===== src/design/q8dp_pkg.sv =====
// Package for the q8 block dot product core: sizes, defaults and the queue entry type.
// Used by the front end, queue, back end and top level; depends on nothing else.
`default_nettype none

package q8dp_pkg;

    localparam int BLOCK_SIZE_DEF  = 32;
    localparam int QUEUE_DEPTH_DEF = 4;

    localparam int ELEM_W   = 8;
    localparam int PROD_W   = 2 * ELEM_W;
    localparam int SCALE_W  = 32;
    localparam int FRAC_W   = 24;
    localparam int SPROD_W  = 2 * SCALE_W - FRAC_W;
    localparam int ACC_W    = 64;
    // Block sum width for the largest allowed block size of 32 elements.
    localparam int SUM_W_MAX = 21;
    // Signed product of the scale product (made non-negative) and a block sum.
    localparam int TERM_W   = SPROD_W + 1 + SUM_W_MAX;

    localparam logic signed [ACC_W-1:0] ACC_MAX = {1'b0, {(ACC_W-1){1'b1}}};
    localparam logic signed [ACC_W-1:0] ACC_MIN = {1'b1, {(ACC_W-1){1'b0}}};

    // One closed block, handed from the front end to the back end.
    typedef struct packed {
        logic                        last;
        logic [SCALE_W-1:0]          b_scale;
        logic [SCALE_W-1:0]          a_scale;
        logic signed [SUM_W_MAX-1:0] sum;
    } block_entry_t;

endpackage

`default_nettype wire


===== src/design/q8dp_front.sv =====
// Front end of the q8 block dot product core: accepts element pairs, sums the
// int8 products of a block and pushes one entry per closed block. Uses q8dp_pkg.
`default_nettype none

module q8dp_front #(
    parameter int BLOCK_SIZE = q8dp_pkg::BLOCK_SIZE_DEF
) (
    input  wire logic                            aclk,
    input  wire logic                            aresetn,
    input  wire logic                            in_valid,
    output logic                                 in_ready,
    input  wire logic signed [q8dp_pkg::ELEM_W-1:0]  a_val,
    input  wire logic signed [q8dp_pkg::ELEM_W-1:0]  b_val,
    input  wire logic [q8dp_pkg::SCALE_W-1:0]    a_scale,
    input  wire logic [q8dp_pkg::SCALE_W-1:0]    b_scale,
    input  wire logic                            vector_end,
    input  wire logic                            q_full,
    output logic                                 q_push,
    output q8dp_pkg::block_entry_t               q_entry
);

    localparam int SUM_W = q8dp_pkg::PROD_W + $clog2(BLOCK_SIZE);
    localparam int CNT_W = (BLOCK_SIZE > 1) ? $clog2(BLOCK_SIZE) : 1;

    logic signed [SUM_W-1:0]            sum_reg, sum_next, sum_upd;
    logic [CNT_W-1:0]                   count_reg, count_next;
    logic signed [q8dp_pkg::PROD_W-1:0] prod;
    logic                               accept, closing;

    assign in_ready = !q_full;
    assign accept   = in_valid && in_ready;
    assign prod     = a_val * b_val;
    assign sum_upd  = sum_reg + SUM_W'(prod);
    assign closing  = vector_end || (count_reg == CNT_W'(BLOCK_SIZE - 1));

    always_comb begin
        sum_next   = sum_reg;
        count_next = count_reg;
        if (accept) begin
            if (closing) begin
                sum_next   = '0;
                count_next = '0;
            end else begin
                sum_next   = sum_upd;
                count_next = count_reg + CNT_W'(1);
            end
        end
    end

    assign q_push          = accept && closing;
    assign q_entry.last    = vector_end;
    assign q_entry.a_scale = a_scale;
    assign q_entry.b_scale = b_scale;
    assign q_entry.sum     = q8dp_pkg::SUM_W_MAX'(sum_upd);

    always_ff @(posedge aclk) begin
        if (!aresetn) begin
            sum_reg   <= '0;
            count_reg <= '0;
        end else begin
            sum_reg   <= sum_next;
            count_reg <= count_next;
        end
    end

endmodule

`default_nettype wire


===== config.mk =====
export PLATFORM = sky130hd
export DESIGN_NAME = q8dp_front
export DESIGN_NICKNAME = d
export VERILOG_FILES = /design/src/design/q8dp_pkg.sv /design/src/design/q8dp_front.sv
export SDC_FILE = /design/constraint.sdc
export NUM_CORES = 1
export LEC_CHECK = 0
export ABC_CLOCK_PERIOD_IN_PS = 8050
export BUFFER_PORTS_ARGS = -buffer_cell sky130_fd_sc_hd__buf_4
export CORE_ASPECT_RATIO = 1.75
export CORE_MARGIN = 2
export CORE_UTILIZATION = 48
export CTS_CLUSTER_SIZE = 12
export DETAILED_ROUTE_END_ITERATION = 10
export PLACE_DENSITY = 0.88
export RECOVER_POWER = 100
export SLEW_MARGIN = 20
export SYNTH_ARGS = -nofsm -noshare
export SYNTH_HDL_FRONTEND = slang
export SYNTH_SLANG_ARGS = --single-unit

===== constraint.sdc =====
create_clock -name aclk -period 8.05 [get_ports aclk]
set_input_delay 1.61 -clock aclk [delete_from_list [all_inputs] [get_ports aclk]]
set_output_delay 1.61 -clock aclk [all_outputs]
set_load 0.01 [all_outputs]

==> results.ini <==
[status]
status=completed

[synth]
synthMostInstantiatedCell=sky130_fd_sc_hd__inv_1
synth_top_cell_by_area=sky130_fd_sc_hd__fa_1
synth.area.top_cells=sky130_fd_sc_hd__fa_1, sky130_fd_sc_hd__ha_1, sky130_fd_sc_hd__dfxtp_1
synth-seq-cells=26
postSynth.asyncResetShare=0
synth_enable_flop_cells=0
syn-num-nets=778
post_synthesis_instance_area_um2=5159
synth_cell_types=39
syn_area_per_cell_um2=9.362
synth.yosys.seq_area_share=0.1009
postSynthCellCount=551
ys_warn_count=0
synth_top_area_frac=0.3570
synth.cells.most_frequent=sky130_fd_sc_hd__inv_1, sky130_fd_sc_hd__fa_1, sky130_fd_sc_hd__buf_4, sky130_fd_sc_hd__ha_1, sky130_fd_sc_hd__nand2_1
synth_ff_type=sky130_fd_sc_hd__dfxtp_1

[worst_setup_path]
cp_slowest_stage_delay_ns=0.55
setup.worst_path.class=primary input to primary output
worst_path_dominant_cell_family=adder cells
reg2regPathDepth=16
critical_path.n_buffers_inverters=4
timing.critical_path.required_ns=6.44
critPathMaxFanout=8
crit_path_cell_trace=buf_4, and2_1, fa_1, inv_1, fa_1, inv_1, fa_1, fa_1, fa_1, ha_4, and2_4, a221o_1, o2111a_1, o41ai_2, xnor2_1, buf_4
arrival_ns=6.38
cp_common_cell=sky130_fd_sc_hd__fa_1
end_kind=primary output
critPathLaunchType=primary input
cp_num_cells=16
critPathSlowestCell=sky130_fd_sc_hd__fa_1

[timing]
max_slew.worst_pin.slew_ns=0.8057
finalCritPeriodShare=0.9924
timing.fmax_mhz=125.2
setup_total_negative_slack_ns=0
report.final.slew_viol_count=0
finalSetupViolations=0
final.setup_skew_ns=0.003828
hold_viol=0
final.min_clock_period_ns=7.989
timing.slew.headroom=0.4618

[layout]
layout.cells.non_filler=661
antenna_cells=0
final_net_count=759
multi_input_area_um2=3751
ff_latch_area_um2=520.5
largest_register_ff_count=21
final.fill_count=916
drive_gt1_frac=0.1036
syn2layout_area_growth_pct=2.547
finish.instance_area_um2=5290

[clock_tree]
cts.reportedPaths.clkPinSlew_ns=0.06
cts_tree=done
htree_num_levels=1
cts_root_buffer=sky130_fd_sc_hd__clkbuf_16
clkSinkCount=26
cts-buffers-inserted=3
post_cts.repair.setup_buffers=0
clock_latency_ns=0.27
max_clock_buf_depth=2

[drt]
antenna_left=0
detailedRoute.firstIterationViolations=142
routed-via-count=3576
drt-wirelength-per-cell_um=17.11
drt_wl_total_mm=11.31
drc=0
drt-pass1-iter-count=4
vias_per_cell=5.410

[placed_design]
placed_cells=657
routabilityCongestion=0.9240
detailed_place.area_um2=5167
io_buffer_count=44
post-dp-hpwl_mm=9.577

[grt]
grt_first_pass_wirelength_mm=18.84
grtUsageTotal=0.2088
gr-total-overflow=0
first_global_vias=4018
maximum_number_of_pins_on_one_net_before_global_route_repair=18
initial_antenna_violation_count=0

[floorplanning]
dieWidth_um=82.37
die-height_um=141.1
num_io_pins=173
core_area_um2=10570
floorplan.rows=50
dieArea_um2=11630
initial_core_util=0.4879

[run]
maxCapViolations=0

[min_path]
worstHoldPathCells=1
holdCritPathClass=flop to flop

[layer usage]
metal	vias up	share of wire	GRT usage	wire length, um
met5	-	0	0	0
met4	0	0.059	0.1298	663
met3	63	0.057	0.01857	640
met2	136	0.54	0.3697	6062
met1	1773	0.35	0.2306	3941
li1	1604	-	-	-
[kinds of logic (layout without fill, tap and decap cells)]
| logic type | Yosys count | in the layout | share of synthesized area |
|---|---|---|---|
| flops | 26 | 26 | 0.1009 |
| simple gates | 115 | 115 | 0.1142 |
| buf+inv | 182 | 162 | 0.1797 |
| mux | 1 | 1 | 0.001940 |
| xor+xnor | 25 | 25 | 0.04244 |
| fa+ha+maj | 142 | 142 | 0.4783 |
| compound gates | 60 | 60 | 0.08246 |
[worst paths after layout]
| kind | startpoint | to | slack (ns) |
|---|---|---|---|
| setup / recovery | a_val[5] | q_entry[15] | 0.06 |
| hold / removal | sum_reg[20] | sum_reg[20] | 0.50 |
| setup reg to reg | sum_reg[6] | sum_reg[15] | 3.03 |
| hold reg to reg | sum_reg[20] | sum_reg[20] | 0.50 |
[layout make-up]
class | count | share of cell area
Timing Repair Buffer | 48 | 0.06386
Clock buffer | 3 | 0.01419
Sequential cell | 26 | 0.09839
Inverter | 110 | 0.07805
Multi-Input combinational cell | 343 | 0.7091
Clock inverter | 1 | 0.005676
Tap cell | 130 | 0.03075
[what timing repair did]
action,4_1_cts,5_1_grt
endpoints found under the hold margin,0,0
resized for setup,0,11
endpoints found under the setup margin,0,7
hold buffers,0,0
[layout by cell type, fill, tap and decap left out, drive strengths merged, types with 3 or more instances in the layout]
cell type,count
inv,110
and2,33
nor2,17
dfxtp,26
a22oi,13
clkbuf,11
a21oi,11
xnor2,15
a22o,10
fa,92
o21ai,10
ha,50
nand2,35
nor2b,17
xor2,10
buf,40
and3,3
[through the flow]
step | util | setup slack (ns) | hold slack (ns)
floorplan | - | 0.1470 | 0.4633
global placement | 0.4888 | 0.2103 | 0.4906
detailed placement | 0.4888 | 0.1340 | 0.4802
CTS | 0.4987 | 0.07478 | 0.5041
global route | 0.5004 | -0.01472 | 0.5211
finish | 0.5004 | 0.06116 | 0.5045
Power is not shown: default switching activity piles up to over one toggle a cycle in this logic, so the estimate is an artifact.
