[config.mk]
export PLATFORM = sky130hd
export DESIGN_NAME = q8dp_back
export DESIGN_NICKNAME = d
export VERILOG_FILES = /design/src/design/q8dp_pkg.sv /design/src/design/q8dp_back.sv
export SDC_FILE = /design/constraint.sdc
export NUM_CORES = 2
export LEC_CHECK = 0
export BUFFER_PORTS_ARGS = -buffer_cell sky130_fd_sc_hd__buf_4
export CAP_MARGIN = 20
export CORE_ASPECT_RATIO = 1.25
export CORE_MARGIN = 5
export CORE_UTILIZATION = 45
export CTS_CLUSTER_SIZE = 24
export DETAILED_ROUTE_END_ITERATION = 7
export GPL_TIMING_DRIVEN = 0
export PLACE_DENSITY = 0.66
export SYNTH_ARGS = -nofsm -noshare
export SYNTH_HDL_FRONTEND = slang
export SYNTH_SLANG_ARGS = --single-unit
[constraint.sdc]
create_clock -name aclk -period 12.43 [get_ports aclk]
set_clock_uncertainty 0.05 [all_clocks]
set_input_delay 3.729 -clock aclk [delete_from_list [all_inputs] [get_ports aclk]]
set_output_delay 3.729 -clock aclk [all_outputs]
set_load 0.005 [all_outputs]
[src/design/q8dp_pkg.sv]
// Package for the q8 block dot product core: sizes, defaults and the queue entry type.
// Used by the front end, queue, back end and top level; depends on nothing else.
`default_nettype none

package q8dp_pkg;

    localparam int BLOCK_SIZE_DEF  = 32;
    localparam int QUEUE_DEPTH_DEF = 4;

    localparam int ELEM_W   = 8;
    localparam int PROD_W   = 2 * ELEM_W;
    localparam int SCALE_W  = 32;
    localparam int FRAC_W   = 24;
    localparam int SPROD_W  = 2 * SCALE_W - FRAC_W;
    localparam int ACC_W    = 64;
    // Block sum width for the largest allowed block size of 32 elements.
    localparam int SUM_W_MAX = 21;
    // Signed product of the scale product (made non-negative) and a block sum.
    localparam int TERM_W   = SPROD_W + 1 + SUM_W_MAX;

    localparam logic signed [ACC_W-1:0] ACC_MAX = {1'b0, {(ACC_W-1){1'b1}}};
    localparam logic signed [ACC_W-1:0] ACC_MIN = {1'b1, {(ACC_W-1){1'b0}}};

    // One closed block, handed from the front end to the back end.
    typedef struct packed {
        logic                        last;
        logic [SCALE_W-1:0]          b_scale;
        logic [SCALE_W-1:0]          a_scale;
        logic signed [SUM_W_MAX-1:0] sum;
    } block_entry_t;

endpackage

`default_nettype wire

[src/design/q8dp_back.sv]
// Back end of the q8 block dot product core: scales each block sum, adds it to
// the saturating accumulator and holds the result register. Uses q8dp_pkg.
`default_nettype none

module q8dp_back (
    input  wire logic                         aclk,
    input  wire logic                         aresetn,
    input  wire q8dp_pkg::block_entry_t       head,
    input  wire logic                         q_empty,
    output logic                              q_pop,
    output logic                              out_valid,
    input  wire logic                         out_ready,
    output logic signed [q8dp_pkg::ACC_W-1:0] dot_value,
    output logic                              saturated
);

    localparam int ACC_W = q8dp_pkg::ACC_W;
    localparam int TERM_W = q8dp_pkg::TERM_W;

    localparam logic [1:0] ST_IDLE = 2'd0;
    localparam logic [1:0] ST_TERM = 2'd1;
    localparam logic [1:0] ST_ACC  = 2'd2;

    logic [1:0] state_reg, state_next;

    logic [q8dp_pkg::SPROD_W-1:0]          sp_reg;
    logic signed [q8dp_pkg::SUM_W_MAX-1:0] sum_reg;
    logic                                  last_reg;
    logic signed [TERM_W-1:0]              term_reg, term_next;
    logic signed [ACC_W-1:0]               acc_reg, acc_new;
    logic                                  flag_reg, flag_new;
    logic [2*q8dp_pkg::SCALE_W-1:0]        scale_prod;
    logic signed [ACC_W:0]                 acc_wide;
    logic                                  ovf, finish;

    logic                    out_valid_reg;
    logic signed [ACC_W-1:0] out_data_reg;
    logic                    out_sat_reg;

    assign scale_prod = (2*q8dp_pkg::SCALE_W)'(head.a_scale)
                      * (2*q8dp_pkg::SCALE_W)'(head.b_scale);
    assign term_next  = $signed({1'b0, sp_reg}) * sum_reg;

    // Wide add: the top two bits disagree exactly when the signed add overflows.
    assign acc_wide = {acc_reg[ACC_W-1], acc_reg}
                    + (ACC_W + 1)'(term_reg);
    assign ovf      = acc_wide[ACC_W] ^ acc_wide[ACC_W-1];
    assign acc_new  = ovf ? (term_reg[TERM_W-1] ? q8dp_pkg::ACC_MIN : q8dp_pkg::ACC_MAX)
                          : acc_wide[ACC_W-1:0];
    assign flag_new = flag_reg | ovf;

    // A closing vector needs the result register free before it can finish.
    assign finish = (state_reg == ST_ACC) && (!last_reg || !out_valid_reg || out_ready);
    assign q_pop  = (state_reg == ST_IDLE) && !q_empty;

    always_comb begin
        state_next = state_reg;
        case (state_reg)
            ST_IDLE: begin
                if (!q_empty) begin
                    state_next = ST_TERM;
                end
            end
            ST_TERM: begin
                state_next = ST_ACC;
            end
            ST_ACC: begin
                if (finish) begin
                    state_next = ST_IDLE;
                end
            end
            default: begin
                state_next = ST_IDLE;
            end
        endcase
    end

    always_ff @(posedge aclk) begin
        if (q_pop) begin
            sp_reg   <= scale_prod[2*q8dp_pkg::SCALE_W-1:q8dp_pkg::FRAC_W];
            sum_reg  <= head.sum;
            last_reg <= head.last;
        end
        if (state_reg == ST_TERM) begin
            term_reg <= term_next;
        end
        if (finish && last_reg) begin
            out_data_reg <= acc_new;
            out_sat_reg  <= flag_new;
        end
    end

    always_ff @(posedge aclk) begin
        if (!aresetn) begin
            state_reg     <= ST_IDLE;
            acc_reg       <= '0;
            flag_reg      <= 1'b0;
            out_valid_reg <= 1'b0;
        end else begin
            state_reg <= state_next;
            if (finish) begin
                if (last_reg) begin
                    acc_reg  <= '0;
                    flag_reg <= 1'b0;
                end else begin
                    acc_reg  <= acc_new;
                    flag_reg <= flag_new;
                end
            end
            if (finish && last_reg) begin
                out_valid_reg <= 1'b1;
            end else if (out_ready) begin
                out_valid_reg <= 1'b0;
            end
        end
    end

    assign out_valid = out_valid_reg;
    assign dot_value = out_data_reg;
    assign saturated = out_sat_reg;

endmodule

`default_nettype wire

==> summary.txt <==
Timing
  • Setup TNS: 0 ns
  • Slew @ Worst Pin: 1.290 ns
  • Slew headroom: 14.02%
  • Max Freq: 0.08212 GHz
  • Tcrit/Tclk final: 97.96%
  • Setup violations, final: 0
  • Min Tclk post-route: 12.18 ns
  • Hold Violations, Final: 0
  • Setup repair after global routing missed its margin: no
  • Pins Over Slew Limit: 0
  • Min Hold Slack: 0.4223 ns

Placement
  • Inst Count DP: 10,080
  • I/O Buffers: 156
  • Gp weighted congestion: 1.027
  • Hpwl dp: 217.1 mm

Route
  • # DRC: 0
  • Router iterations before antenna repair: 8
  • Wire per inst: 25.38 um
  • DRT antenna net count: 0
  • DR iter-0 viols: 4,230
  • Aggregate routed wire length: 257.4 mm
  • Vias: 55,960
  • Vias/cell: 5.518

Die
  • Area of the die: 168,300 um^2
  • Rows: 164
  • Die H: 457.4 um
  • Chip width: 367.9 um
  • Ports: 157
  • Initial core utilization: 45.19%
  • CORE AREA: 159,400 um^2

Logic synthesis
  • XOR/XNOR Fraction of Synth Area: 2.004%
  • Synth Flop Type: edfxtp_1
  • Syn Nets: 10,070
  • EDFF count, synth: 189
  • Syn Area/Cell: 9.204 um^2
  • Count leader, synth: inv_1
  • Post-synthesis mux area share: 0.02778%
  • Cell count after synthesis: 7,829
  • Cell taking the most area after synthesis: fa_1
  • Post-Syn Area: 72,060 um^2
  • Ys async rst share: 0%
  • Share of the synthesized area in the top cell type: 44.90%
  • Synth area leaders: fa_1 (45%), ha_1 (9.4%), inv_1 (9.2%), edfxtp_1 (7.9%), and2_1 (7.4%)
  • Synth cell types: 74
  • Synth Area in Adders: 54.26%
  • Synthesis-stage register bit count: 257
  • Post-synthesis compound-gate area fraction: 6.536%
  • Synth Warn #: 0
  • Sequential fraction of the synthesis area: 9.766%
  • Post-synth top cells: inv_1 (1,758), fa_1 (1,616), nand2_1 (1,161)
  • Post-Synth Simple-Gate Area: 15.85%
  • Largest family of logic cells by synthesized area: adder cells

Worst setup path
  • Worst R2R Start: sum_reg[7]
  • Critical path's slowest cell: clkbuf_1
  • WS Path Type: in -> reg
  • Cell mode on critical path: fa_1
  • Critical path capture point type: flop
  • Worst stage delay on the critical path: 0.84 ns
  • Reg2Reg Depth: 24
  • Max FO, Critical Path: 10
  • Worst Path Buf+Inv: 4
  • CP arrival: 12.58 ns
  • RR Endpoint: term_reg[58]
  • Critical Path Source Type: input port
  • Slack of the worst reg-to-reg path: 3.06 ns
  • Worst Path Required: 12.84 ns
  • CP top delay family: adder cells

Clock tree
  • CTS Buf Count: 27
  • TritonCTS clock tree: built
  • Root Buffer Master: clkbuf_16
  • Bufs on Longest Clock Path: 3
  • H-tree level count: 1
  • Clock Latency Late Sink: 0.66 ns
  • Clk sinks: 257
  • Post-CTS sizing: 0
  • CTS clk-pin slew, worst paths: 0.06 ns
  • Hold Buf Count CTS: 0
  • Post-CTS setup buffers: 0

GRT
  • First-pass GRT wire length: 384.2 mm
  • Via count of the first global-routing pass: 61,350
  • Pin count of the biggest net entering global routing: 42
  • Initial antenna violation count: 14
  • Grt total ovfl: 0
  • GRT Overall Usage: 30.80%

Cells and area
  • Share of layout cells above drive strength 1: 3.440%
  • Layout Cells excl Fill: 10,140
  • Area growth, synth to finish: 6.838%
  • Layout Nets: 10,280

Run
  • Max_cap viols: 0

Min path
  • HP Class: reg -> reg
  • Worst Hold Launch: acc_reg[59]
  • Hold Crit Endpoint: acc_reg[59]
  • Hold depth: 2

Run status
  • Status: complete, no violations
## how the worst max path moves through the flow
stage	to	cells past startpoint	slack, ns	startpoint
finish	sp_reg[39]	25	0.25	head[63]
global route	sp_reg[39]	26	0.003	head[72]
CTS	sp_reg[39]	25	0.36	head[63]
detailed placement	sp_reg[39]	25	-0.34	head[63]
global placement	q_pop	3	-3.21	q_empty
floorplan	q_pop	1	0.58	q_empty
## kinds of logic after synthesis
kind of cell / after synthesis
xor gates and xnor gates: 164
and+or+nand+nor: 2328
adders and majority gates: 2155
AOI/OAI and AO/OA: 721
muxes: 2
DFF: 257
buffers and inverters: 2202
## metrics by stage
step	instance area [um^2]	setup slack (ns)	utilization, %
after detailed placement	76040	-0.3437	47.69
after CTS	76890	0.3621	48.23
after global routing	76950	0.002690	48.26
after global placement	75820	-3.215	47.56
after floorplan	72060	0.5786	-
final	76980	0.2530	48.28
## final cells by class
type | instances | area [um^2]
Buffer | 443 | 1733
Timing Repair Buffer | 175 | 1426
Multi-Input combinational cell | 5370 | 56700
Sequential cell | 257 | 7037
Clock inverter | 17 | 136.4
Tap cell | 2075 | 2596
Clock buffer | 32 | 715.7
Fill cell | 15170 | 82460
Inverter | 1758 | 6599
Antenna cell | 15 | 37.54
## placed cells by master (no fill, tap or decap), types with 7 or more instances in the layout
cell type  Yosys  final
a21o_1       102    102
edfxtp_1     189    189
a221o_1       10     10
ha_1         539    539
o211ai_2      20     20
o21ai_0      163    163
o21a_1        24     24
and4_1         8      8
buf_6          6     14
o211ai_1      44     44
nor2b_1       48     47
nor2_1        92     92
a41oi_1        8      8
diode_2        0     15
nand4_1       46     46
fa_1        1616   1616
clkbuf_1     423    424
o31ai_1        7      7
buf_4          1    159
nor3_1        15     14
and3_1        14     14
inv_1       1758   1757
nand3_1       32     32
nand2b_1      34     34
o21bai_1      37     37
xnor2_1      107    107
and2_1       850    850
dfxtp_1       68     68
xor2_1        56     56
clkbuf_16      0     28
a21oi_1      211    211
buf_2         12     12
a211oi_1       7      7
a31oi_1       19     19
nand2_1     1161   1161
## layer usage
layer  part of all wire [%]  global-route usage, %  up-vias
li1                       -                      -    23750
met5                 0.0047                      0        -
met2                     47                  51.81     2685
met3                    7.7                  5.747      882
met4                     10                  23.63        2
met1                     35                  34.64    28640
## worst min-delay path, delay by kind of cell, from the launching register on
kind | cells | cell delay, ns
AOI/OAI and AO/OA | 1 | 0.05
and+or+nand+nor | 1 | 0.06
DFF | 1 | 0.33
Power is left out: the tool's default activity adds up to more than one toggle a clock period on the data nets, which glitch-free logic cannot reach.
