File: src/design/q8dp_pkg.sv
// Package for the q8 block dot product core: sizes, defaults and the queue entry type.
// Used by the front end, queue, back end and top level; depends on nothing else.
`default_nettype none

package q8dp_pkg;

    localparam int BLOCK_SIZE_DEF  = 32;
    localparam int QUEUE_DEPTH_DEF = 4;

    localparam int ELEM_W   = 8;
    localparam int PROD_W   = 2 * ELEM_W;
    localparam int SCALE_W  = 32;
    localparam int FRAC_W   = 24;
    localparam int SPROD_W  = 2 * SCALE_W - FRAC_W;
    localparam int ACC_W    = 64;
    // Block sum width for the largest allowed block size of 32 elements.
    localparam int SUM_W_MAX = 21;
    // Signed product of the scale product (made non-negative) and a block sum.
    localparam int TERM_W   = SPROD_W + 1 + SUM_W_MAX;

    localparam logic signed [ACC_W-1:0] ACC_MAX = {1'b0, {(ACC_W-1){1'b1}}};
    localparam logic signed [ACC_W-1:0] ACC_MIN = {1'b1, {(ACC_W-1){1'b0}}};

    // One closed block, handed from the front end to the back end.
    typedef struct packed {
        logic                        last;
        logic [SCALE_W-1:0]          b_scale;
        logic [SCALE_W-1:0]          a_scale;
        logic signed [SUM_W_MAX-1:0] sum;
    } block_entry_t;

endpackage

`default_nettype wire

File: src/design/q8dp_queue.sv
// Short register queue of closed-block entries between front and back end.
// Uses q8dp_pkg for the entry type.
`default_nettype none

module q8dp_queue #(
    parameter int DEPTH = q8dp_pkg::QUEUE_DEPTH_DEF
) (
    input  wire logic                   aclk,
    input  wire logic                   aresetn,
    input  wire logic                   push,
    input  wire q8dp_pkg::block_entry_t push_entry,
    input  wire logic                   pop,
    output q8dp_pkg::block_entry_t      head,
    output logic                        empty,
    output logic                        full
);

    localparam int PTR_W = (DEPTH > 1) ? $clog2(DEPTH) : 1;
    localparam int CNT_W = $clog2(DEPTH + 1);

    q8dp_pkg::block_entry_t slots_reg [DEPTH];
    logic [PTR_W-1:0]       wr_ptr_reg, rd_ptr_reg;
    logic [CNT_W-1:0]       count_reg;

    assign empty = (count_reg == '0);
    assign full  = (count_reg == CNT_W'(DEPTH));
    assign head  = slots_reg[rd_ptr_reg];

    always_ff @(posedge aclk) begin
        if (push) begin
            slots_reg[wr_ptr_reg] <= push_entry;
        end
    end

    always_ff @(posedge aclk) begin
        if (!aresetn) begin
            wr_ptr_reg <= '0;
            rd_ptr_reg <= '0;
            count_reg  <= '0;
        end else begin
            if (push) begin
                wr_ptr_reg <= (wr_ptr_reg == PTR_W'(DEPTH - 1)) ? '0 : wr_ptr_reg + PTR_W'(1);
            end
            if (pop) begin
                rd_ptr_reg <= (rd_ptr_reg == PTR_W'(DEPTH - 1)) ? '0 : rd_ptr_reg + PTR_W'(1);
            end
            if (push && !pop) begin
                count_reg <= count_reg + CNT_W'(1);
            end else if (pop && !push) begin
                count_reg <= count_reg - CNT_W'(1);
            end
        end
    end

endmodule

`default_nettype wire

File: config.mk
export PLATFORM = sky130hd
export DESIGN_NAME = q8dp_queue
export DESIGN_NICKNAME = d
export VERILOG_FILES = /design/src/design/q8dp_pkg.sv /design/src/design/q8dp_queue.sv
export SDC_FILE = /design/constraint.sdc
export NUM_CORES = 1
export LEC_CHECK = 0
export BUFFER_PORTS_ARGS = -buffer_cell sky130_fd_sc_hd__buf_2
export CORE_ASPECT_RATIO = 0.7
export CORE_MARGIN = 4
export CORE_UTILIZATION = 57
export CTS_BUF_LIST = sky130_fd_sc_hd__clkbuf_16
export CTS_CLUSTER_DIAMETER = 120
export DETAILED_ROUTE_END_ITERATION = 7
export GPL_TIMING_DRIVEN = 0
export MAX_ROUTING_LAYER = met4
export PLACE_DENSITY = 0.82
export SETUP_SLACK_MARGIN = 0.02
export SLEW_MARGIN = 0
export SYNTH_ARGS = -nofsm -noshare
export SYNTH_HDL_FRONTEND = slang
export SYNTH_SLANG_ARGS = --single-unit
File: constraint.sdc
create_clock -name aclk -period 4.3 [get_ports aclk]
set_input_delay 0 -clock aclk [delete_from_list [all_inputs] [get_ports aclk]]
set_output_delay 0 -clock aclk [all_outputs]
set_load 0.02 [all_outputs]
==> results of run 1 <==
power breakdown:
group / internal [mW] / leakage (nW) / switching [mW]
logic: 0.360 / 1.83 / 0.462
clock network: 1.72 / 0.541 / 1.15
registers: 3.94 / 3.23 / 0.0435
area by class of cell:
type,instances,area (um2),share of cell area
Timing Repair Buffer,270,1887,0.1163
Clock buffer,31,775.7,0.04783
Tap cell,282,352.8,0.02175
Inverter,4,15.01,0.0009257
Buffer,20,176.4,0.01088
Antenna cell,1,2.502,0.0001543
Sequential cell,353,10510,0.6480
Multi-Input combinational cell,117,2210,0.1362
Clock inverter,26,290.3,0.01790
placed cells by master (no fill, tap or decap), types with 2 or more instances in the layout:
cell type / count
clkbuf_16: 31
dlygate4sd3_1: 89
mux4_2: 86
and2_4: 4
nor3_1: 2
inv_1: 10
dfxtp_1: 9
edfxtp_1: 344
mux2i_1: 4
clkbuf_1: 4
buf_2: 187
ha_1: 6
bufinv_16: 7
clkinv_2: 4
nor2b_1: 5
buf_16: 4
clkinv_1: 8
buf_12: 5
how the worst max path moves through the flow:
stage,endpoint,slack [ns],cells past startpoint
after CTS,head[51],1.98,5
after detailed placement,slots_reg[0][43],2.37,4
after floorplan,slots_reg[3][0],1.30,2
after global routing,head[51],1.92,5
final,head[51],2.01,5
after global placement,slots_reg[3][43],0.006,2
critical path, delay by kind of cell, from the launching register on:
| family | cells | cell delay, ns |
|---|---|---|
| buffers and inverters | 4 | 1.03 |
| muxes | 1 | 0.40 |
| DFF | 1 | 0.30 |
what timing repair did:
item                      4_1_cts  5_1_grt
hold endpoints to repair      353        0
resized for setup               0        0
hold buffers                   89        0
setup buffers                   0        0
routing by layer:
metal | track usage | share of wire
met2 | 0.3544 | 0.50
met1 | 0.2726 | 0.40
met5 | - | 0
met3 | 0.04605 | 0.072
met4 | 0.04971 | 0.025
through the flow:
step,hold WS (ns),area (um2)
floorplan,0.09887,12900
global placement,0.2084,14140
detailed placement,0.2177,14260
CTS,0.1612,16220
global route,0.1932,16220
finish,0.1983,16220
logic make-up after synthesis:
family / share of synthesized area
adders and majority gates: 0.007371
buffers and inverters: 0.01484
and+or+nand+nor: 0.006983
xor gates and xnor gates: 0.001358
DFF: 0.8147
AOI/OAI and AO/OA: 0.001552
muxes: 0.1532
==> run metrics, run 1 <==
status completed; worst min path class input pin to register; Crit Reg-Reg Startpoint wr_ptr_reg[0]; Starting Density 0.5875; clk sinks 353; fill count 1214; Routed Antenna Nets 0; final worst clock skew 0.02146 ns; clock latency at the later pin of the worst-skew pair 0.55 ns; layout cells sized above 1 0.4019; most common cell in the synthesized netlist edfxtp_1; Synthesis Warnings 0; Core Util, Final 0.7386; Power Dens Cells 473.4 mW/mm2; Critical Path End Type output port; Sum Neg Setup Slack 0 ns; routed len/inst 23.15 um; RePlAce Congestion 0.7490; post-synth cell types 22; Max FO, Critical Path 10; fmax 436.4 MHz; Lkg Pwr 5.605 nW; CTS tree yes; asr flop ratio synth 0; initial antenna violation count 1; Synth Net Count 591; post-route insts no fill 1104; num ports 178; DRT Pass-1 Iters 4; Power, Total 7.679 mW; CTS root buf clkbuf_16; worst hold path depth 2; gr ovfl total 0; Setup-failing EPs final 0; Die ar. 0.02514 mm2; Synth area leader edfxtp_1; routed vias 6186; synth cell count leaders 344 x edfxtp_1, 86 x mux4_2, 10 x buf_2; maxcap violations 0; Layout Area Growth over Synthesis 25.72%; maximum vdd ir drop 497.3 uV; CP most frequent cell buf_2; Hold Path Origin push_entry[10]; Via density 5.603; CP max-delay cell mux4_2; GRT Resource Usage Total 0.2116; largest cells by area after synthesis edfxtp_1 80%, mux4_2 15%, dfxtp_1 1.4%; EDFF count, synth 344; number of port buffers 177; sequential fraction of the synthesis area 0.8147; clk slew on worst S/H paths 0.07 ns; number of global-route vias before repair 6964; net count reported at finish 894; Synth top area share 0.8007; WHS Endpoint slots_reg[3][10]; core area 0.02196 mm2; CTS max path bufs 3; worst rel slew slack 0.5502; row count 45; Worst R2R Path Depth 4; WP data required 4.30 ns; Iter 0 DRT Violations 518; DP Wirelength 15220 um; CP arrival 2.29 ns; CP max stage delay 0.40 ns; Largest register FFs 344; Synth Flop Type edfxtp_1; largest net degree at the start of global routing 48; Period minus WS final 2.292 ns; first-pass GRT wire length 39840 um; H-tree depth 1; Yosys reg bits 353; RSZ-0062 raised after global routing no; setup ws final 2.008 ns; drt total wl 25560 um; Slew @ Worst Pin 0.6747 ns; CTS Buf Count 31; R2R Path End slots_reg[0][79]; syn avg cell area 26.12 um2; detailed-route DRC error count 0; die height 133.9 um; Fin. Hold Viols 0; Syn Inst Count 494; Die X-Extent 187.8 um; final worst-path cycle share 0.5330; Setup CP Type register to output port; Place WS 2.373 ns; Post-Syn Area 0.01290 mm2; crit-path cells buf_2, buf_2, buf_2, mux4_2, buf_2; Placed Cells 957; Setup crit start kind register; Max Transition Viols Final 0; worst reg-to-reg setup slack 2.37 ns
(Power assumes the default switching activity.)
==> inputs of run 2 (changes only) <==
--- a/config.mk
+++ b/config.mk
@@ -5,16 +5,17 @@
 export SDC_FILE = /design/constraint.sdc
 export NUM_CORES = 1
 export LEC_CHECK = 0
+export ABC_AREA = 1
 export BUFFER_PORTS_ARGS = -buffer_cell sky130_fd_sc_hd__buf_2
 export CORE_ASPECT_RATIO = 0.7
 export CORE_MARGIN = 4
-export CORE_UTILIZATION = 57
+export CORE_UTILIZATION = 51
 export CTS_BUF_LIST = sky130_fd_sc_hd__clkbuf_16
 export CTS_CLUSTER_DIAMETER = 120
 export DETAILED_ROUTE_END_ITERATION = 7
 export GPL_TIMING_DRIVEN = 0
 export MAX_ROUTING_LAYER = met4
-export PLACE_DENSITY = 0.82
+export PLACE_DENSITY = 0.78
 export SETUP_SLACK_MARGIN = 0.02
 export SLEW_MARGIN = 0
 export SYNTH_ARGS = -nofsm -noshare
==> constraint.sdc (replaced) <==
create_clock -name aclk -period 2 [get_ports aclk]
set_input_delay 0 -clock aclk [delete_from_list [all_inputs] [get_ports aclk]]
set_output_delay 0 -clock aclk [all_outputs]
set_load 0.02 [all_outputs]
==> run metrics, run 2 <==
status completed; DP Wirelength 18240 um; drt total wl 31670 um; DP Area 0.01467 mm2; final worst clock skew 0.01195 ns; Syn Inst Count 890; Fin. Hold Viols 0; post-synth cell types 23; CTS Buf Count 34; Design Area, Final 0.01685 mm2; asr flop ratio synth 0; layout cells sized above 1 0.2598; Starting Density 0.5265; Period minus WS final 1.951 ns; core area 0.02504 mm2; EDFF count, synth 344; worst min path class input pin to register; clk slew on worst S/H paths 0.07 ns; routed vias 8572; Largest register FFs 344; Sum Neg Setup Slack 0 ns; Setup CP Type register to output port; Setup-failing EPs final 0; number of port buffers 177; Yosys reg bits 353; Slew @ Worst Pin 0.5777 ns; first-pass GRT wire length 47240 um; die height 142.5 um; post-route insts no fill 1547; most frequent cells in the layout 344 x edfxtp_1, 180 x nor2_1, 157 x o21ai_0; number of global-route vias before repair 8480; num ports 178; RSZ-0062 raised after global routing yes; Synth Net Count 987; WP data required 2.00 ns; clock latency at the later pin of the worst-skew pair 0.52 ns; Iter 0 DRT Violations 836; clk sinks 353; Post-Syn Area 0.01319 mm2; maximum vdd ir drop 834.7 uV; synth cell count leaders 344 x edfxtp_1, 180 x nor2_1, 164 x o21ai_0; Max FO, Critical Path 10; maxcap violations 0; RePlAce Congestion 0.7651; commonest non-fill, non-tap cell in the layout edfxtp_1; syn avg cell area 14.81 um2; Via density 5.541; initial antenna violation count 2; Layout Area Growth over Synthesis 27.82%; routed len/inst 20.47 um; Synth top area share 0.7835; detailed-route DRC error count 0; Core Util, Final 0.6730; GRT Resource Usage Total 0.2206; CTS tree yes; Synth Flop Type edfxtp_1; worst rel slew slack 0.6140; H-tree depth 2; Die ar. 0.02853 mm2; Routed Antenna Nets 0; Critical Path End Type output port; Placed Cells 1400; largest cells by area after synthesis edfxtp_1 78%, o21ai_0 6.2%, nor2_1 5.1%; Lkg Pwr 6.092 nW; Synth area leader edfxtp_1; largest net degree at the start of global routing 40; fmax 512.4 MHz; CTS max path bufs 3; Post CTS Setup Buffer Count 0; setup ws final 0.04854 ns; CP arrival 1.95 ns; Setup crit start kind register; final worst-path cycle share 0.9757; most common cell in the synthesized netlist edfxtp_1; row count 48; Synthesis Warnings 0; Power Dens Cells 991.1 mW/mm2; Die X-Extent 200.2 um; Max Transition Viols Final 0; CTS root buf clkbuf_16; Place WS 0.1238 ns; gr ovfl total 0; net count reported at finish 1297; DRT Pass-1 Iters 5; sequential fraction of the synthesis area 0.7971
==> run 2: cell families after synthesis <==
group | synth area share
flip-flops | 0.7971
adder cells (fa/ha/maj) | 0.007212
AO/OA/AOI/OAI | 0.1084
buffers and inverters | 0.03075
AND/OR/NAND/NOR | 0.05589
XOR/XNOR | 0.0006644
==> run 2: report_power, final <==
| group | switching [mW] | internal [mW] |
|---|---|---|
| clock network | 2.57 | 3.42 |
| registers | 0.0839 | 8.45 |
| logic | 1.39 | 0.792 |
==> run 2: layer usage <==
| metal | wire length [um] | track usage | part of all wire | vias to the layer above |
|---|---|---|---|---|
| li1 | - | - | - | 3982 |
| met1 | 12910 | 0.2862 | 0.41 | 4154 |
| met2 | 15540 | 0.3610 | 0.49 | 390 |
| met3 | 2675 | 0.04806 | 0.084 | 46 |
| met4 | 543 | 0.05902 | 0.017 | 0 |
| met5 | 0 | - | 0 | - |
==> run 2: stage by stage <==
step / total power, mW / hold WS (ns)
global placement: 10.52 / 0.2137
floorplan: 9.782 / 0.09887
finish: 16.70 / 0.2346
detailed placement: 10.58 / 0.2145
global route: 17.27 / 0.2223
CTS: 16.69 / 0.2130
==> run 2: critical path, cell delays in order (launching register included) <==
cell and delay, ns:
dfxtp_1 0.34, buf_6 0.20, buf_6 0.21, buf_4 0.21, nor2_1 0.07, o22ai_1 0.21
buf_2 0.21
==> run 2: repair_timing <==
action	CTS	global route
pin swaps	1	1
endpoints found under the hold margin	353	0
hold buffers	89	0
setup endpoints to repair	82	57
gates resized for setup	49	50
==> run 2: path summary, 6_finish.rpt <==
check / cells past startpoint / startpoint / slack (ns) / endpoint
hold reg to reg: 2 / wr_ptr_reg[1] / 0.49 / wr_ptr_reg[1]
setup / recovery: 6 / register / 0.05 / head[40]
setup reg to reg: 4 / wr_ptr_reg[0] / 0.16 / slots_reg[3][28]
hold / removal: 2 / push_entry[2] / 0.23 / slots_reg[2][2]
==> run 2: layout make-up <==
type,instances,area (um2)
clock inverters,21,147.6
clock buffers,35,875.8
multi-input cells,466,2397
plain buffers,55,414.1
flip-flops and latches,353,10520
inverters,16,82.58
fillers,1659,8190
repair buffers,274,2008
well taps,325,406.6
diodes,2,5.005
==> inputs of run 3 (changes only) <==
--- a/config.mk
+++ b/config.mk
@@ -9,13 +9,13 @@
 export BUFFER_PORTS_ARGS = -buffer_cell sky130_fd_sc_hd__buf_2
 export CORE_ASPECT_RATIO = 0.7
 export CORE_MARGIN = 4
-export CORE_UTILIZATION = 51
+export CORE_UTILIZATION = 35
 export CTS_BUF_LIST = sky130_fd_sc_hd__clkbuf_16
 export CTS_CLUSTER_DIAMETER = 120
 export DETAILED_ROUTE_END_ITERATION = 7
 export GPL_TIMING_DRIVEN = 0
 export MAX_ROUTING_LAYER = met4
-export PLACE_DENSITY = 0.78
+export PLACE_DENSITY = 0.58
 export SETUP_SLACK_MARGIN = 0.02
 export SLEW_MARGIN = 0
 export SYNTH_ARGS = -nofsm -noshare
==> run metrics, run 3 (synthesis gave the netlist of run 2 again) <==
clk slew on worst S/H paths 0.06 ns; Hold Path Origin push_entry[70]; final worst clock skew 0.007255 ns; Max Transition Viols Final 0; sequential power share 0.496; worst hold path depth 2; DRT Pass-1 Iters 5; Sum Neg Setup Slack 0 ns; commonest non-fill, non-tap cell in the layout edfxtp_1; Die ar. 0.04089 mm2; WP data required 2.00 ns; worst reg-to-reg setup slack 0.13 ns; number of global-route vias before repair 8650; net load switching power 4.170 mW; Internal 13.04 mW; CP arrival 1.93 ns; Iter 0 DRT Violations 603; die height 170.4 um; Logic pwr share 0.133; row count 59; status completed; Period minus WS final 1.925 ns; Fin. Hold Viols 0; Max FO, Critical Path 11; drt total wl 34310 um; maxcap violations 0; routed len/inst 19.83 um; Sw Ratio 0.2423; net count reported at finish 1312; final worst-path cycle share 0.9627; CTS max path bufs 3; core area 0.03721 mm2; Setup crit start kind register; worst rel slew slack 0.4293; Lkg Pwr 6.255 nW; Power, Total 17.21 mW; Power Dens Cells 986.8 mW/mm2; Layout Area Growth over Synthesis 32.30%; RePlAce Congestion 0.7126; Starting Density 0.3544; detailed-route DRC error count 0; first-pass GRT wire length 50920 um; Placed Cells 1564; clock latency at the later pin of the worst-skew pair 0.51 ns; Slew @ Worst Pin 0.8514 ns; CP max-delay cell dfxtp_2; num ports 178; CTS Buf Count 36; Worst R2R Path Depth 4; Routed Antenna Nets 0; fmax 519.4 MHz; CTS tree yes; Largest register FFs 344; layout cells sized above 1 0.2685; clk sinks 353; crit-path cells buf_12, inv_16, buf_16, bufbuf_16, nor2_2, o22ai_2, buf_6; CTS root buf clkbuf_16; DP Wirelength 20630 um; Crit Reg-Reg Startpoint wr_ptr_reg[0]; most frequent cells in the layout 344 x edfxtp_1, 177 x nor2_1, 164 x o21ai_0; Place WS -0.1147 ns; RSZ-0062 raised after global routing yes; Clock Power Share 0.371; worst min path class input pin to register; Setup CP Type register to output port; Setup-failing EPs final 0; routed vias 8494; R2R Path End slots_reg[0][77]; initial antenna violation count 2; Die X-Extent 240.0 um; Via density 4.910; Critical Path End Type output port; largest net degree at the start of global routing 37; H-tree depth 2; post-route insts no fill 1730; number of port buffers 177; WHS Endpoint slots_reg[1][70]; maximum vdd ir drop 639.8 uV; gr ovfl total 0; GRT Resource Usage Total 0.1680; CP max stage delay 0.33 ns; setup ws final 0.07464 ns
-- run 3: repair_timing --
| item | in CTS | in global routing |
|---|---|---|
| hold endpoints to repair | 353 | 0 |
| resized for setup | 94 | 34 |
| setup endpoints to repair | 274 | 139 |
| pin swaps | 9 | 4 |
| hold buffers | 90 | 0 |
| buffers inserted | 4 | 2 |
| gates cloned | 4 | 1 |
-- run 3: layer usage --
| layer | share of wire | track usage | up-vias |
|---|---|---|---|
| li1 | - | - | 4017 |
| met1 | 0.44 | 0.2177 | 4212 |
| met2 | 0.49 | 0.2743 | 218 |
| met3 | 0.053 | 0.03402 | 47 |
| met4 | 0.016 | 0.04263 | 0 |
| met5 | 0 | - | - |
-- run 3: power by group through the flow --
| stage | clock network (mW) | logic (mW) | registers (mW) |
|---|---|---|---|
| 2_1_floorplan | 0 | 1.10 | 8.68 |
| 3_3_place_gp | 0 | 1.90 | 8.71 |
| 3_5_place_dp | 0 | 1.97 | 8.69 |
| 4_1_cts | 6.59 | 2.28 | 8.53 |
| 5_1_grt | 6.89 | 2.48 | 8.55 |
| 6_report | 6.39 | 2.29 | 8.53 |
-- run 3: worst max path at each step --
stage	end	cells past startpoint	slack (ns)	start
finish	head[32]	7	0.07	register
global route	head[32]	7	0.01	register
CTS	slots_reg[0][15]	5	-0.05	wr_ptr_reg[0]
detailed placement	slots_reg[1][21]	5	-0.11	wr_ptr_reg[1]
global placement	slots_reg[3][28]	3	-1.45	wr_ptr_reg[0]
floorplan	slots_reg[0][0]	4	-0.26	wr_ptr_reg[0]
-- run 3: critical path: cells and delay by family (launching register included) --
family | cells | cell delay (ns)
flip-flops | 1 | 0.33
buffers and inverters | 5 | 0.81
AND/OR/NAND/NOR | 1 | 0.04
AO/OA/AOI/OAI | 1 | 0.21
-- run 3: area by class of cell --
cell class / instances / area, um2
repair buffers: 284 / 2161
diodes: 2 / 5.005
inverters: 16 / 96.34
flip-flops and latches: 353 / 10520
clock inverters: 26 / 190.2
well taps: 488 / 610.6
clock buffers: 37 / 925.9
fillers: 3284 / 19760
repair inverters: 3 / 20.02
plain buffers: 55 / 514.2
multi-input cells: 466 / 2401
-- run 3: per-stage QoR --
stage	hold slack [ns]	area (um2)	util
global placement	0.2163	14710	0.3955
detailed placement	0.2167	14900	0.4005
finish	0.2363	17440	0.4689
CTS	0.2036	17330	0.4659
global route	0.2200	17440	0.4689
floorplan	0.09887	13220	-
